### src/pdr_pkg.sv
// pdr_pkg: shared types and constants of the pwm duty ramp controller
// holds request codes, register indexes, fsm states and the control structs
// no dependencies
package pdr_pkg;

    localparam int DUTY_WIDTH_DEF = 16;

    localparam int DIV_STEPS = 32;
    localparam int DIV_CNT_W = $clog2(DIV_STEPS);

    localparam int CFG_IDX_W = 3;

    localparam logic [CFG_IDX_W-1:0] CFG_FULL_SCALE     = 3'd0;
    localparam logic [CFG_IDX_W-1:0] CFG_SPEED_MAX      = 3'd1;
    localparam logic [CFG_IDX_W-1:0] CFG_ALPHA_START    = 3'd2;
    localparam logic [CFG_IDX_W-1:0] CFG_STOP_DUTY      = 3'd3;
    localparam logic [CFG_IDX_W-1:0] CFG_TICKS_PER_STEP = 3'd4;

    localparam logic [15:0] FULL_SCALE_RST     = 16'd1023;
    localparam logic [14:0] SPEED_MAX_RST      = 15'd3000;
    localparam logic [15:0] ALPHA_START_RST    = 16'd512;
    localparam logic [15:0] STOP_DUTY_RST      = 16'd0;
    localparam logic [15:0] TICKS_PER_STEP_RST = 16'd20;

    typedef enum logic [1:0] {
        REQ_SPEED = 2'd0,
        REQ_TICK  = 2'd1,
        REQ_START = 2'd2,
        REQ_STOP  = 2'd3
    } req_t;

    typedef enum logic [2:0] {
        ST_IDLE,
        ST_MUL,
        ST_DIV,
        ST_UPDATE,
        ST_COMP,
        ST_DONE
    } state_t;

    typedef struct packed {
        logic [15:0] full_scale;
        logic [14:0] speed_max;
        logic [15:0] alpha_start;
        logic [15:0] stop_duty;
        logic [15:0] ticks_per_step;
    } cfg_t;

    typedef struct packed {
        logic accept;
        logic mul;
        logic div_step;
        logic update;
        logic complement;
        logic publish;
    } cmd_t;

    typedef struct packed {
        logic div_last;
        logic out_free;
    } status_t;

endpackage

### src/pdr_cfg.sv
// pdr_cfg: configuration register file of the pwm duty ramp controller
// depends on pdr_pkg for register indexes, reset values and cfg_t
module pdr_cfg (
    input  logic                          aclk,
    input  logic                          aresetn,
    input  logic                          cfg_valid,
    output logic                          cfg_ready,
    input  logic [pdr_pkg::CFG_IDX_W-1:0] cfg_index,
    input  logic [15:0]                   cfg_data,
    output pdr_pkg::cfg_t                 cfg
);

    pdr_pkg::cfg_t cfg_reg;

    assign cfg_ready = 1'b1;
    assign cfg       = cfg_reg;

    always_ff @(posedge aclk) begin
        if (!aresetn) begin
            cfg_reg.full_scale     <= pdr_pkg::FULL_SCALE_RST;
            cfg_reg.speed_max      <= pdr_pkg::SPEED_MAX_RST;
            cfg_reg.alpha_start    <= pdr_pkg::ALPHA_START_RST;
            cfg_reg.stop_duty      <= pdr_pkg::STOP_DUTY_RST;
            cfg_reg.ticks_per_step <= pdr_pkg::TICKS_PER_STEP_RST;
        end else if (cfg_valid) begin
            case (cfg_index)
                pdr_pkg::CFG_FULL_SCALE:     cfg_reg.full_scale     <= cfg_data;
                pdr_pkg::CFG_SPEED_MAX:      cfg_reg.speed_max      <= cfg_data[14:0];
                pdr_pkg::CFG_ALPHA_START:    cfg_reg.alpha_start    <= cfg_data;
                pdr_pkg::CFG_STOP_DUTY:      cfg_reg.stop_duty      <= cfg_data;
                pdr_pkg::CFG_TICKS_PER_STEP: cfg_reg.ticks_per_step <= cfg_data;
                default: ;
            endcase
        end
    end

endmodule

### src/pdr_ctrl.sv
// pdr_ctrl: sequencing state machine of the pwm duty ramp controller
// depends on pdr_pkg for state_t, req_t, cmd_t and status_t
module pdr_ctrl (
    input  logic             aclk,
    input  logic             aresetn,
    input  logic             s_valid,
    output logic             s_ready,
    input  logic [1:0]       s_req_type,
    input  pdr_pkg::status_t status,
    output pdr_pkg::cmd_t    cmd
);

    pdr_pkg::state_t state_reg;
    pdr_pkg::state_t state_next;

    always_ff @(posedge aclk) begin
        if (!aresetn) begin
            state_reg <= pdr_pkg::ST_IDLE;
        end else begin
            state_reg <= state_next;
        end
    end

    always_comb begin
        state_next = state_reg;
        case (state_reg)
            pdr_pkg::ST_IDLE: begin
                if (s_valid) begin
                    if (pdr_pkg::req_t'(s_req_type) == pdr_pkg::REQ_SPEED) begin
                        state_next = pdr_pkg::ST_MUL;
                    end else begin
                        state_next = pdr_pkg::ST_UPDATE;
                    end
                end
            end
            pdr_pkg::ST_MUL:    state_next = pdr_pkg::ST_DIV;
            pdr_pkg::ST_DIV: begin
                if (status.div_last) begin
                    state_next = pdr_pkg::ST_UPDATE;
                end
            end
            pdr_pkg::ST_UPDATE: state_next = pdr_pkg::ST_COMP;
            pdr_pkg::ST_COMP:   state_next = pdr_pkg::ST_DONE;
            pdr_pkg::ST_DONE: begin
                if (status.out_free) begin
                    state_next = pdr_pkg::ST_IDLE;
                end
            end
            default:            state_next = pdr_pkg::ST_IDLE;
        endcase
    end

    always_comb begin
        cmd     = '0;
        s_ready = 1'b0;
        case (state_reg)
            pdr_pkg::ST_IDLE: begin
                s_ready    = 1'b1;
                cmd.accept = s_valid;
            end
            pdr_pkg::ST_MUL:    cmd.mul        = 1'b1;
            pdr_pkg::ST_DIV:    cmd.div_step   = 1'b1;
            pdr_pkg::ST_UPDATE: cmd.update     = 1'b1;
            pdr_pkg::ST_COMP:   cmd.complement = 1'b1;
            pdr_pkg::ST_DONE:   cmd.publish    = status.out_free;
            default: ;
        endcase
    end

`ifndef SYNTHESIS
    a_speed_goes_to_mul: assert property (@(posedge aclk) disable iff (!aresetn)
        (cmd.accept && pdr_pkg::req_t'(s_req_type) == pdr_pkg::REQ_SPEED)
        |=> state_reg == pdr_pkg::ST_MUL)
        else $error("set speed word did not start the multiply");

    a_other_goes_to_update: assert property (@(posedge aclk) disable iff (!aresetn)
        (cmd.accept && pdr_pkg::req_t'(s_req_type) != pdr_pkg::REQ_SPEED)
        |=> state_reg == pdr_pkg::ST_UPDATE)
        else $error("tick, start or stop word did not go straight to update");

    a_div_ends_in_update: assert property (@(posedge aclk) disable iff (!aresetn)
        (state_reg == pdr_pkg::ST_DIV && status.div_last) |=> state_reg == pdr_pkg::ST_UPDATE)
        else $error("divider finished but update was skipped");

    a_held_in_done: assert property (@(posedge aclk) disable iff (!aresetn)
        (state_reg == pdr_pkg::ST_DONE && !status.out_free) |=> state_reg == pdr_pkg::ST_DONE)
        else $error("left done while the output word was still held");
`endif

endmodule

### src/pdr_datapath.sv
// pdr_datapath: clamp, multiplier, restoring divider, ramp state and output register
// depends on pdr_pkg for req_t, cfg_t, cmd_t and status_t
module pdr_datapath #(
    parameter int DUTY_WIDTH = pdr_pkg::DUTY_WIDTH_DEF
) (
    input  logic               aclk,
    input  logic               aresetn,
    input  pdr_pkg::cfg_t      cfg,
    input  pdr_pkg::cmd_t      cmd,
    output pdr_pkg::status_t   status,
    input  logic [1:0]         s_req_type,
    input  logic signed [15:0] s_speed_cmd,
    output logic               m_valid,
    input  logic               m_ready,
    output logic [15:0]        m_duty_a,
    output logic [15:0]        m_duty_b,
    output logic               m_outputs_on,
    output logic               m_at_target
);

    localparam int EW = DUTY_WIDTH + 16;

    pdr_pkg::req_t                  req_reg;
    logic [15:0]                    sum_reg;
    logic [16:0]                    rem_reg;
    logic [31:0]                    quo_reg;
    logic [pdr_pkg::DIV_CNT_W-1:0]  cnt_reg;

    logic [DUTY_WIDTH-1:0]          cur_reg;
    logic [DUTY_WIDTH-1:0]          comp_reg;
    logic [DUTY_WIDTH-1:0]          tgt_reg;
    logic [15:0]                    tick_reg;
    logic                           run_reg;
    logic                           comp_pend_reg;

    logic                           m_valid_reg;
    logic [15:0]                    duty_a_reg;
    logic [15:0]                    duty_b_reg;
    logic                           on_reg;
    logic                           at_tgt_reg;

    logic [14:0]                    v_clamp;
    logic [16:0]                    rem_sh;
    logic [16:0]                    divisor;
    logic                           div_ge;
    logic [15:0]                    limit;
    logic [15:0]                    tick_inc;
    logic [EW-1:0]                  am_ext;
    logic [EW-1:0]                  cur_ext;
    logic [EW-1:0]                  comp_diff;
    logic [EW-1:0]                  quo_ext;
    logic [EW-1:0]                  half_ext;
    logic [EW-1:0]                  start_ext;
    logic [EW-1:0]                  min_ext;
    logic [EW-1:0]                  out_a_ext;
    logic [EW-1:0]                  out_b_ext;

    // clamp to 0..speed_max
    always_comb begin
        if (s_speed_cmd[15]) begin
            v_clamp = '0;
        end else if (s_speed_cmd[14:0] > cfg.speed_max) begin
            v_clamp = cfg.speed_max;
        end else begin
            v_clamp = s_speed_cmd[14:0];
        end
    end

    assign divisor = {1'b0, cfg.speed_max, 1'b0};
    assign rem_sh  = {rem_reg[15:0], quo_reg[31]};
    assign div_ge  = rem_sh >= divisor;

    assign limit    = (cfg.ticks_per_step == 16'd0) ? 16'd1 : cfg.ticks_per_step;
    assign tick_inc = tick_reg + 16'd1;

    assign am_ext    = EW'(cfg.full_scale);
    assign cur_ext   = EW'(cur_reg);
    assign comp_diff = am_ext - cur_ext;
    assign quo_ext   = EW'(quo_reg[15:0]);
    assign half_ext  = EW'(cfg.full_scale[15:1]);
    assign start_ext = EW'(cfg.alpha_start);
    assign min_ext   = EW'(cfg.stop_duty);
    assign out_a_ext = EW'(cur_reg);
    assign out_b_ext = EW'(comp_reg);

    assign status.div_last = (cnt_reg == pdr_pkg::DIV_CNT_W'(pdr_pkg::DIV_STEPS - 1));
    assign status.out_free = !m_valid_reg || m_ready;

    // request capture, multiply and one quotient bit per cycle
    always_ff @(posedge aclk) begin
        if (cmd.accept) begin
            req_reg <= pdr_pkg::req_t'(s_req_type);
            sum_reg <= 16'(cfg.speed_max) + 16'(v_clamp);
        end
        if (cmd.mul) begin
            quo_reg <= sum_reg * cfg.full_scale;
            rem_reg <= '0;
            cnt_reg <= '0;
        end else if (cmd.div_step) begin
            rem_reg <= div_ge ? (rem_sh - divisor) : rem_sh;
            quo_reg <= {quo_reg[30:0], div_ge};
            cnt_reg <= cnt_reg + 1'b1;
        end
    end

    // ramp state
    always_ff @(posedge aclk) begin
        if (!aresetn) begin
            cur_reg       <= '0;
            comp_reg      <= '0;
            tgt_reg       <= '0;
            tick_reg      <= '0;
            run_reg       <= 1'b0;
            comp_pend_reg <= 1'b0;
        end else if (cmd.update) begin
            case (req_reg)
                pdr_pkg::REQ_SPEED: begin
                    comp_pend_reg <= 1'b0;
                    if (cfg.speed_max == 15'd0) begin
                        tgt_reg <= half_ext[DUTY_WIDTH-1:0];
                    end else begin
                        tgt_reg <= quo_ext[DUTY_WIDTH-1:0];
                    end
                end
                pdr_pkg::REQ_TICK: begin
                    if (tick_inc >= limit) begin
                        tick_reg      <= '0;
                        comp_pend_reg <= 1'b1;
                        if (cur_reg < tgt_reg) begin
                            cur_reg <= cur_reg + 1'b1;
                        end else if (cur_reg > tgt_reg) begin
                            cur_reg <= cur_reg - 1'b1;
                        end
                    end else begin
                        tick_reg      <= tick_inc;
                        comp_pend_reg <= 1'b0;
                    end
                end
                pdr_pkg::REQ_START: begin
                    cur_reg       <= start_ext[DUTY_WIDTH-1:0];
                    tgt_reg       <= start_ext[DUTY_WIDTH-1:0];
                    tick_reg      <= '0;
                    run_reg       <= 1'b1;
                    comp_pend_reg <= 1'b1;
                end
                pdr_pkg::REQ_STOP: begin
                    cur_reg       <= min_ext[DUTY_WIDTH-1:0];
                    comp_reg      <= min_ext[DUTY_WIDTH-1:0];
                    tgt_reg       <= min_ext[DUTY_WIDTH-1:0];
                    tick_reg      <= '0;
                    run_reg       <= 1'b0;
                    comp_pend_reg <= 1'b0;
                end
                default: ;
            endcase
        end else if (cmd.complement && comp_pend_reg) begin
            // complement saturates at zero above full scale
            comp_reg <= (cur_ext > am_ext) ? '0 : comp_diff[DUTY_WIDTH-1:0];
        end
    end

    // output word register
    always_ff @(posedge aclk) begin
        if (!aresetn) begin
            m_valid_reg <= 1'b0;
        end else if (cmd.publish) begin
            m_valid_reg <= 1'b1;
        end else if (m_ready) begin
            m_valid_reg <= 1'b0;
        end
        if (cmd.publish) begin
            duty_a_reg <= out_a_ext[15:0];
            duty_b_reg <= out_b_ext[15:0];
            on_reg     <= run_reg;
            at_tgt_reg <= (cur_reg == tgt_reg);
        end
    end

    assign m_valid      = m_valid_reg;
    assign m_duty_a     = duty_a_reg;
    assign m_duty_b     = duty_b_reg;
    assign m_outputs_on = on_reg;
    assign m_at_target  = at_tgt_reg;

`ifndef SYNTHESIS
    a_run_only_on_update: assert property (@(posedge aclk) disable iff (!aresetn)
        !cmd.update |=> $stable(run_reg))
        else $error("running flag changed outside an update");

    a_target_only_on_update: assert property (@(posedge aclk) disable iff (!aresetn)
        !cmd.update |=> $stable(tgt_reg))
        else $error("target duty changed outside an update");

    a_publish_needs_room: assert property (@(posedge aclk) disable iff (!aresetn)
        (m_valid_reg && !m_ready) |=> (m_valid_reg && $stable(duty_a_reg)))
        else $error("held output word was overwritten");
`endif

endmodule

### src/pwm_duty_ramp_controller.sv
// pwm_duty_ramp_controller: top level of the slew-rate limited pwm duty ramp
// depends on pdr_pkg, pdr_cfg, pdr_ctrl and pdr_datapath
//
// Each accepted word (set speed, tick, start, stop) returns one result word with both
// compare values, the run flag and an at-target flag. A set-speed word clamps the speed,
// multiplies by the full scale compare value and divides by 2*speed_max in a 32-step
// restoring divider; tick, start and stop words go straight to the ramp update. One word
// is in work at a time; a finished result waits in the output register, and while it is
// not taken the next result holds the block. Configuration writes are taken in any cycle
// and belong in idle periods.
module pwm_duty_ramp_controller #(
    parameter int DUTY_WIDTH = pdr_pkg::DUTY_WIDTH_DEF
) (
    input  logic                          aclk,
    input  logic                          aresetn,
    input  logic                          s_valid,
    output logic                          s_ready,
    input  logic [1:0]                    s_req_type,
    input  logic signed [15:0]            s_speed_cmd,
    output logic                          m_valid,
    input  logic                          m_ready,
    output logic [15:0]                   m_duty_a,
    output logic [15:0]                   m_duty_b,
    output logic                          m_outputs_on,
    output logic                          m_at_target,
    input  logic                          cfg_valid,
    output logic                          cfg_ready,
    input  logic [pdr_pkg::CFG_IDX_W-1:0] cfg_index,
    input  logic [15:0]                   cfg_data
);

    pdr_pkg::cfg_t    cfg;
    pdr_pkg::cmd_t    cmd;
    pdr_pkg::status_t status;

    pdr_cfg u_cfg (
        .aclk      (aclk),
        .aresetn   (aresetn),
        .cfg_valid (cfg_valid),
        .cfg_ready (cfg_ready),
        .cfg_index (cfg_index),
        .cfg_data  (cfg_data),
        .cfg       (cfg)
    );

    pdr_ctrl u_ctrl (
        .aclk       (aclk),
        .aresetn    (aresetn),
        .s_valid    (s_valid),
        .s_ready    (s_ready),
        .s_req_type (s_req_type),
        .status     (status),
        .cmd        (cmd)
    );

    pdr_datapath #(
        .DUTY_WIDTH (DUTY_WIDTH)
    ) u_datapath (
        .aclk         (aclk),
        .aresetn      (aresetn),
        .cfg          (cfg),
        .cmd          (cmd),
        .status       (status),
        .s_req_type   (s_req_type),
        .s_speed_cmd  (s_speed_cmd),
        .m_valid      (m_valid),
        .m_ready      (m_ready),
        .m_duty_a     (m_duty_a),
        .m_duty_b     (m_duty_b),
        .m_outputs_on (m_outputs_on),
        .m_at_target  (m_at_target)
    );

endmodule

### config.mk
export PLATFORM = sky130hd
export DESIGN_NAME = pwm_duty_ramp_controller
export DESIGN_NICKNAME = d
export VERILOG_FILES = /design/src/pdr_pkg.sv /design/src/pdr_cfg.sv /design/src/pdr_ctrl.sv /design/src/pdr_datapath.sv /design/src/pwm_duty_ramp_controller.sv
export SDC_FILE = /design/constraint.sdc
export NUM_CORES = 1
export LEC_CHECK = 0
export BUFFER_PORTS_ARGS = -buffer_cell sky130_fd_sc_hd__clkbuf_2
export CAP_MARGIN = 20
export CORE_MARGIN = 1
export CORE_UTILIZATION = 25
export CTS_CLUSTER_DIAMETER = 100
export CTS_CLUSTER_SIZE = 10
export DETAILED_ROUTE_END_ITERATION = 10
export GPL_TIMING_DRIVEN = 0
export PLACE_DENSITY = 0.36
export RECOVER_POWER = 50
export SETUP_SLACK_MARGIN = 0.1
export SYNTH_ARGS = -nofsm -noshare
export SYNTH_HDL_FRONTEND = slang
export SYNTH_SLANG_ARGS = --single-unit
### constraint.sdc
create_clock -name aclk -period 8.49 [get_ports aclk]
set_input_delay 0.4245 -clock aclk [delete_from_list [all_inputs] [get_ports aclk]]
set_output_delay 0.4245 -clock aclk [all_outputs]
set_load 0.1 [all_outputs]
# Word-level counts from Yosys, hierarchy flattened
# Index checks and enable logic that the tools add are counted.
# Widths: inputs -> output; s select.
# classes
n_addsub,7
mul,1
n_lt_le_gt_ge,6
eq_ne,20
n_mux,35
reduce_logical,29
# op_table
cell,n
$mux 16,11
$pmux 16 s3,2
$mux 32,2
$add 16x1->16 const B,2
$gt 16x16->1,2
$mul 16x16->32,1
$pmux 16 s2,1
$sub 16x16->16,2
$mux 15,2
$pmux 3 s6,1
$reduce_and 2->1,9
$ge 17x16->1,1
$add 15x15->16,1
$eq 16x16->1,1
$ge 16x16->1,1
$logic_not 16->1,1
$lt 16x16->1,1
$sub 16x1->16 const B,1
$gt 15x15->1,1
$logic_not 15->1,1
$eq 3x2->1 const B,4
$mux 1,10
$reduce_bool 2->1,5
$eq 3x3->1 const B,3
other kinds (21),32
# word_totals
regBits,254
in_bits,42
out_inout_bits,37
wordCells,120

# Depth between registers and ports, before layout
# Gate-level depths: netlist of run 1.
# logic_depth
depth_word,5
mapped_depth,24
ltp_nobuf,22

# By module
# From an unflattened synthesis of run 1, not the netlist that was laid out.
# unflattened
hier_cells,2492
hier_area_um2,22930.7
# by_module_without_submodules
mod,instances,cells_each,area_each_um2
pdr_datapath,1,2176,19711.4
pdr_cfg,1,294,3040.4
pdr_ctrl,1,22,178.9

# Least setup slack after synthesis of run 1
# Ideal clock, no wire load.
# synth_path
path_type,flip-flop to flip-flop
start,register u_cfg.cfg_reg (netlist bit u_cfg.cfg[72])
end,"register u_datapath.quo_reg[27], data pin"
setup_ps,261
t_arrival_ps,6174
t_required_ps,8229
slack_ps,2055
stages_incl_launch_ff,25
n_path_buf,3
period_less_slack_ps,6435
cell_sequence,dfxtp_1 > clkbuf_1 > clkbuf_1 > nand2_1 > fa_1 > inv_1 > fa_1 > inv_1 > fa_1 > inv_1 > fa_1 > fa_1 > inv_1 > fa_1 > inv_1 > ha_1 > clkbuf_1 > and3_1 > o21a_1 > nor4_1 > o211ai_1 > nand3_1 > o21ai_1 > a31o_2 > a221o_1
# synth_between
elab_chain_len,2
# synth_rtl
item,line,text
from (decl),pdr_cfg.sv:13,pdr_pkg::cfg_t cfg_reg;
$mul 16x16->32,pdr_datapath.sv:96,quo_reg <= sum_reg * cfg.full_scale;
$mux 32,pdr_datapath.sv:95,if (cmd.mul) begin
to (signal assigned),pdr_datapath.sv:96,
to (signal assigned),pdr_datapath.sv:101,"quo_reg <= {quo_reg[30:0], div_ge};"
to (decl),pdr_datapath.sv:26,logic [31:0] quo_reg;
# No other way between the ends.
# A chain may end at the register's enable or synchronous reset.

# Worst setup path in the final report of run 1
# layout_path
start,register u_cfg.cfg_reg (netlist bit u_cfg.cfg[71])
end,"register u_datapath.quo_reg[27], data pin"
# The elaborated chain is that of the path after synthesis.

==> results_dict.tcl, run 1 <==
set metrics [dict create \
    maxSlewViolCount 35 \
    rows 109 \
    syn_area_per_cell_um2 8.77 \
    synth_edf_count 84 \
    die_h_um 303 \
    clock-sinks 254 \
    fin_area_um2 25200 \
    drv_cap 1 \
    hold_path.class "in2reg" \
    critPathMaxFanout 10 \
    p_comb_share_pct 75.6 \
    firstDrtPassIters 7 \
    antenna_found_initial 4 \
    io_buffer_count 76 \
    slew_headroom_pct -44.8 \
    num_io_pins 79 \
    setup_viol 0 \
    root_buffer "clkbuf_16" \
    worstSkewPairLatency_ns 0.58 \
    hold-path-cell-count 3 \
    violations "max-capacitance violations, max-slew violations" \
    timing.fmax_mhz 125 \
    seqCellArea_um2 5930 \
    holdWs_ns 0.160 \
    cts_setup_buffers 0 \
    cp.depth 24 \
    critical_path.top_delay_family "adder cells" \
    clockPowerShare_pct 10.7 \
    p_per_area_nw_per_um2 443 \
    tns_ns 0 \
    via_count 18400 \
    max_stage_delay_ns 0.73 \
    syn-num-nets 3027 \
    final_antenna_net_count 0 \
    first_iter_violations 1139 \
    rsz0062_at_grt "no" \
    cpMostUsedCell "fa_1" \
    clk_pin_slew_worst_paths_ns 0.07 \
    seqPwrFrac_pct 13.7 \
    ys_seq_area_share_pct 26.2 \
    worstMarginPinSlew_ns 2.17 \
    dieWidth_um 303 \
    crit_slowest_cell "clkdlybuf4s15_1" \
    critical_path_buf_inv_count 8 \
    critical_path_class "reg2reg" \
    cts_resized 0 \
    wl_um 78200 \
    r2r_cells 24 \
    drc 0 \
    synth_cell_types 81 \
    skew_ns 0.0179 \
    drt-wirelength-per-cell_um 20.2 \
    place.gp.congestion 0.847 \
    p_leak_nw 10.9 \
    worstPathArrival_ns 8.28 \
    clk_path_buf_depth 3 \
    async_flop_share_pct 0 \
    fin_crit_ns 7.97 \
    power_switching_mw 5.77 \
    ys_ff_latch 254 \
    layout.nets 3136 \
    place_hpwl_um 61700 \
    multi_input_area_um2 15000 \
    swShare_pct 51.6 \
    grt_max_degree 35 \
    start_util_pct 25.4 \
    hold_viol_final 0 \
    critPathLaunchType "flip-flop" \
    syn_inst 2573 \
    cp-end-kind "flip-flop" \
    cts_max_level 1 \
    status "complete, but fails checks" \
    antenna_cells 0 \
    required_ns 8.80 \
    die-area_um2 91500 \
    synth-warning-count 0 \
    n_fill_cell 9596 \
    finalCritPeriodShare_pct 93.9 \
    grtUsageTotal_pct 17.2 \
    grt_pass1_vias 18900 \
    synth_area_um2 22600 \
    grt_pass1_wl_um 119000 \
    placed_cell_area_um2 24400 \
    cts_hold_buffers 0 \
    grt-ovfl-total 0 \
    cts_buffers 29 \
    synth_top_flop_cell "dfxtp_1" \
    cts_tree "built" \
    core_um2 88900 \
    largest_reg_flops 79 \
    syn_to_final_growth_pct 11.7 \
    worstPathCellList "clkdlybuf4s15_1, clkbuf_1, nand2_1, fa_1, inv_1, fa_1, inv_1, fa_1, inv_1, fa_1, fa_1, inv_1, fa_1, inv_1, ha_1, clkbuf_1, and3_1, o21a_1, nor4_1, o211ai_1, nand3_1, o21ai_1, a31o_2, a221o_1" \
    p_int_mw 5.40 \
    irDropWorstVdd_uv 534 \
    drive_gt1_share_pct 4.41 \
    routed_via_density 4.78 \
]
-- metal layers --
metal  part of all wire [%]  vias to the layer above  global-route usage, %
met2                     44                      402                   26.9
li1                       -                     8838                      -
met5                      0                        -                      0
met3                    3.9                       78                   1.68
met4                    2.2                        0                   3.64
met1                     50                     9131                   25.5
-- area by class of cell --
class                   instances  share of cell area (%)
well taps                    1165                    5.78
clock buffers                  43                    3.13
inverters                     318                    4.73
clock inverters                 2                   0.154
flip-flops and latches        254                    23.5
multi-input cells            1886                    59.5
repair buffers                 78                    1.36
plain buffers                 115                    1.83
-- worst reg2reg max path: cells and delay by family (launching register included) --
kind	cells	cell delay, ns
buffers and inverters	8	1.73
AO/OA/AOI/OAI	5	1.28
adder cells (fa/ha/maj)	7	3.40
AND/OR/NAND/NOR	4	0.93
flip-flops	1	0.37
-- placed cells by master, fill, tap and decap left out, types with 35 or more instances in the layout --
master / instances
mux2i_1: 44
o21ai_0: 96
nand2_1: 436
ha_1: 214
o211ai_1: 36
and2_1: 125
nor2_1: 90
inv_1: 317
clkbuf_2: 38
nand3_1: 46
fa_1: 198
clkbuf_1: 156
dfxtp_1: 170
edfxtp_1: 84
a21oi_1: 163
xor2_1: 35
xnor2_1: 53
-- stage by stage --
stage / setup slack (ns) / instances / utilization (%) / total power, mW
final: 0.518 / 3861 / 28.4 / 11.2
after floorplan: 2.06 / 2573 / - / 7.73
after global routing: 0.119 / 3861 / 28.4 / 12.5
after detailed placement: 0.418 / 3815 / 27.5 / 10.1
after global placement: 0.443 / 3814 / 27.5 / 10.1
after CTS: 0.460 / 3860 / 28.4 / 11.3
-- cell families (layout without fill, tap and decap cells) --
logic type	Yosys count	after routing	share of synthesized area, %
xor+xnor	88	88	3.41
fa+ha+maj	412	412	29.4
compound gates	489	489	13.7
other cells	1	1	0.0166
simple gates	836	836	17.2
flops	254	254	26.2
mux	60	60	2.75
buf+inv	433	556	7.30
-- power groups by stage --
stage,sequential (mW),clock [mW],combinational (mW)
finish,1.53,1.19,8.45
global placement,1.56,0,8.53
floorplan,1.51,0,6.23
global route,1.55,1.27,9.63
detailed placement,1.56,0,8.51
CTS,1.54,1.23,8.58
-- cells in the mapped netlist, types with 35 or more instances --
library cell	n	area share (%)
clkbuf_1	104	1.7
o211ai_1	36	1.2
nor2_1	90	1.5
edfxtp_1	84	11
ha_1	214	12
inv_1	317	5.3
nand3_1	46	1.0
xnor2_1	53	2.1
nand2_1	436	7.2
mux2i_1	44	2.0
o21ai_0	96	2.1
a21oi_1	163	3.6
dfxtp_1	170	15
fa_1	198	18
and2_1	126	3.5
xor2_1	35	1.4
-- final timing paths --
path                            slack [ns]                 endpoint                    start
worst min-delay path                  0.16            u_cfg.cfg[78]             cfg_data[15]
worst max register to register        0.52   u_datapath.quo_reg[27]            u_cfg.cfg[71]
worst min register to register        0.42  u_datapath.m_duty_b[10]  u_datapath.comp_reg[10]
worst max-delay path                  0.52   u_datapath.quo_reg[27]            u_cfg.cfg[71]
Note: power is estimated with default switching activity, not from simulation.
==> inputs of run 2 (changes only) <==
--- a/config.mk
+++ b/config.mk
@@ -7,6 +7,7 @@
 export LEC_CHECK = 0
 export BUFFER_PORTS_ARGS = -buffer_cell sky130_fd_sc_hd__clkbuf_2
 export CAP_MARGIN = 20
+export CORE_ASPECT_RATIO = 1.75
 export CORE_MARGIN = 1
 export CORE_UTILIZATION = 25
 export CTS_CLUSTER_DIAMETER = 100
==> results_dict.tcl, run 2 (synthesized netlist as in run 1, its figures left out) <==
set metrics [dict create \
    status "complete, but fails checks" \
    violations "max-capacitance violations, max-slew violations" \
    routed_via_density 4.76 \
    hold-path-cell-count 1 \
    r2r_end "u_datapath.quo_reg[27]" \
    cpMostUsedCell "fa_1" \
    num_io_pins 79 \
    die-area_um2 91600 \
    worstPathCellList "clkbuf_1, nand2_1, fa_1, fa_1, inv_1, fa_1, fa_1, fa_1, inv_1, fa_1, inv_1, ha_1, a21o_1, o21a_1, nor4_1, o211ai_1, nand3_1, o21ai_1, a31o_2, a221o_1" \
    critical_path_buf_inv_count 4 \
    worstSkewPairLatency_ns 0.60 \
    placed_cell_area_um2 24500 \
    finalCritPeriodShare_pct 94.6 \
    critPathMaxFanout 10 \
    final_antenna_net_count 0 \
    seqCellArea_um2 5930 \
    grtUsageMet2_pct 39.0 \
    hold_viol_final 0 \
    drv_cap 1 \
    whs_endpoint "u_datapath.req_reg[1]" \
    maxSlewViolCount 32 \
    place.gp.congestion 0.835 \
    clk_path_buf_depth 3 \
    worstPathArrival_ns 8.36 \
    cp-end-kind "flip-flop" \
    hold_path.class "in2reg" \
    syn_to_final_growth_pct 11.8 \
    drc 0 \
    place_hpwl_um 70100 \
    critical_path.top_delay_family "adder cells" \
    largest_reg_flops 79 \
    drive_gt1_share_pct 4.44 \
    reg2reg_slack_ns 0.46 \
    via_count 18500 \
    critical_path_class "reg2reg" \
    gr-usage-met3_pct 1.08 \
    skew_ns 0.0298 \
    slew_headroom_pct -18.4 \
    clock-sinks 254 \
    cts_tree "built" \
    firstDrtPassIters 5 \
    setup_slack_ns 0.456 \
    grt-ovfl-total 0 \
    cts_max_level 1 \
    grt_use_met1_pct 18.6 \
    irDropWorstVdd_uv 740 \
    required_ns 8.82 \
    first_iter_violations 753 \
    crit_slowest_cell "dfxtp_1" \
    dieWidth_um 229 \
    cts_buffers 29 \
    worstMarginPinSlew_ns 1.78 \
    layout.nets 3138 \
    multi_input_area_um2 15000 \
    p_leak_nw 10.9 \
    wl_um 85100 \
    fin_area_um2 25200 \
    core_um2 89400 \
    critPathLaunchType "flip-flop" \
    most-common-layout-cells "436 x nand2_1, 317 x inv_1, 214 x ha_1" \
    io_buffer_count 76 \
    fin_crit_ns 8.03 \
    r2r_cells 20 \
    cts_setup_buffers 0 \
    dp_cells 3829 \
    fin_cells 3877 \
    root_buffer "clkbuf_16" \
    rsz0062_at_grt "no" \
    grt_pass1_wl_um 128000 \
    grt_max_degree 34 \
    fin_util_pct 28.2 \
    drt-wirelength-per-cell_um 21.9 \
    grt_pass1_vias 20200 \
    n_fill_cell 9601 \
    cts_hold_buffers 0 \
    r2r_start "u_cfg.cfg[78]" \
    clk_pin_slew_worst_paths_ns 0.07 \
    antenna_found_initial 0 \
    hp-start "s_req_type[1]" \
    p_per_area_nw_per_um2 458 \
    timing.fmax_mhz 124 \
    rows 145 \
    max_stage_delay_ns 0.94 \
    final_common_cell "nand2_1" \
    post-place-ws_ns 0.0877 \
    grtUsageTotal_pct 18.9 \
    die_h_um 400 \
    antenna_cells 0 \
    setup_viol 0 \
    start_util_pct 25.2 \
    gr-max-usage-layer "met2" \
]
[run 2: worst max path at each step]
stage	start	end	slack (ns)	depth (start not counted)
6_report	u_cfg.cfg[78]	u_datapath.quo_reg[27]	0.46	20
5_1_grt	u_cfg.cfg[74]	u_datapath.quo_reg[27]	0.15	23
4_1_cts	u_cfg.cfg[70]	u_datapath.quo_reg[27]	0.25	24
3_5_place_dp	u_cfg.cfg[71]	u_datapath.quo_reg[27]	0.09	24
3_3_place_gp	u_cfg.cfg[72]	u_datapath.quo_reg[27]	-0.14	24
2_1_floorplan	u_cfg.cfg[72]	u_datapath.quo_reg[27]	2.06	24
[run 2: cell type report]
type	instances	area share [%]
plain buffers	115	1.81
clock buffers	46	3.13
clock inverters	2	0.0694
inverters	318	4.73
multi-input cells	1886	59.4
flip-flops and latches	254	23.5
well taps	1176	5.83
repair buffers	80	1.51
[run 2: power breakdown]
group,internal (mW),switching [mW]
logic,3.35,5.48
clock network,0.630,0.550
registers,1.43,0.117
[run 2: worst reg2reg max path: cells and delay by family, from the launching register on]
kind	cells	cell delay [ns]
compound gates	6	1.57
fa+ha+maj	7	3.73
buf+inv	4	0.77
flops	1	0.94
simple gates	3	0.80
[run 2: repair_timing]
item | in CTS | in global routing
hold endpoints to repair | 0 | 0
endpoints found under the setup margin | 2 | 2
gates resized for setup | 1 | 4
[run 2: per-stage QoR]
stage	power (mW)	TNS [ns]	hold slack, ns
after CTS	11.7	0	0.0373
after global routing	12.8	0	0.127
final	11.5	0	0.151
after detailed placement	10.4	0	0.410
after global placement	10.4	-0.246	0.426
after floorplan	7.73	0	0.403
[run 2: layer usage]
| layer | share of wire (%) | routed length, um |
|---|---|---|
| met5 | 0 | 0 |
| met2 | 57 | 48800 |
| met4 | 5.3 | 4550 |
| met1 | 35 | 30200 |
| met3 | 1.8 | 1530 |
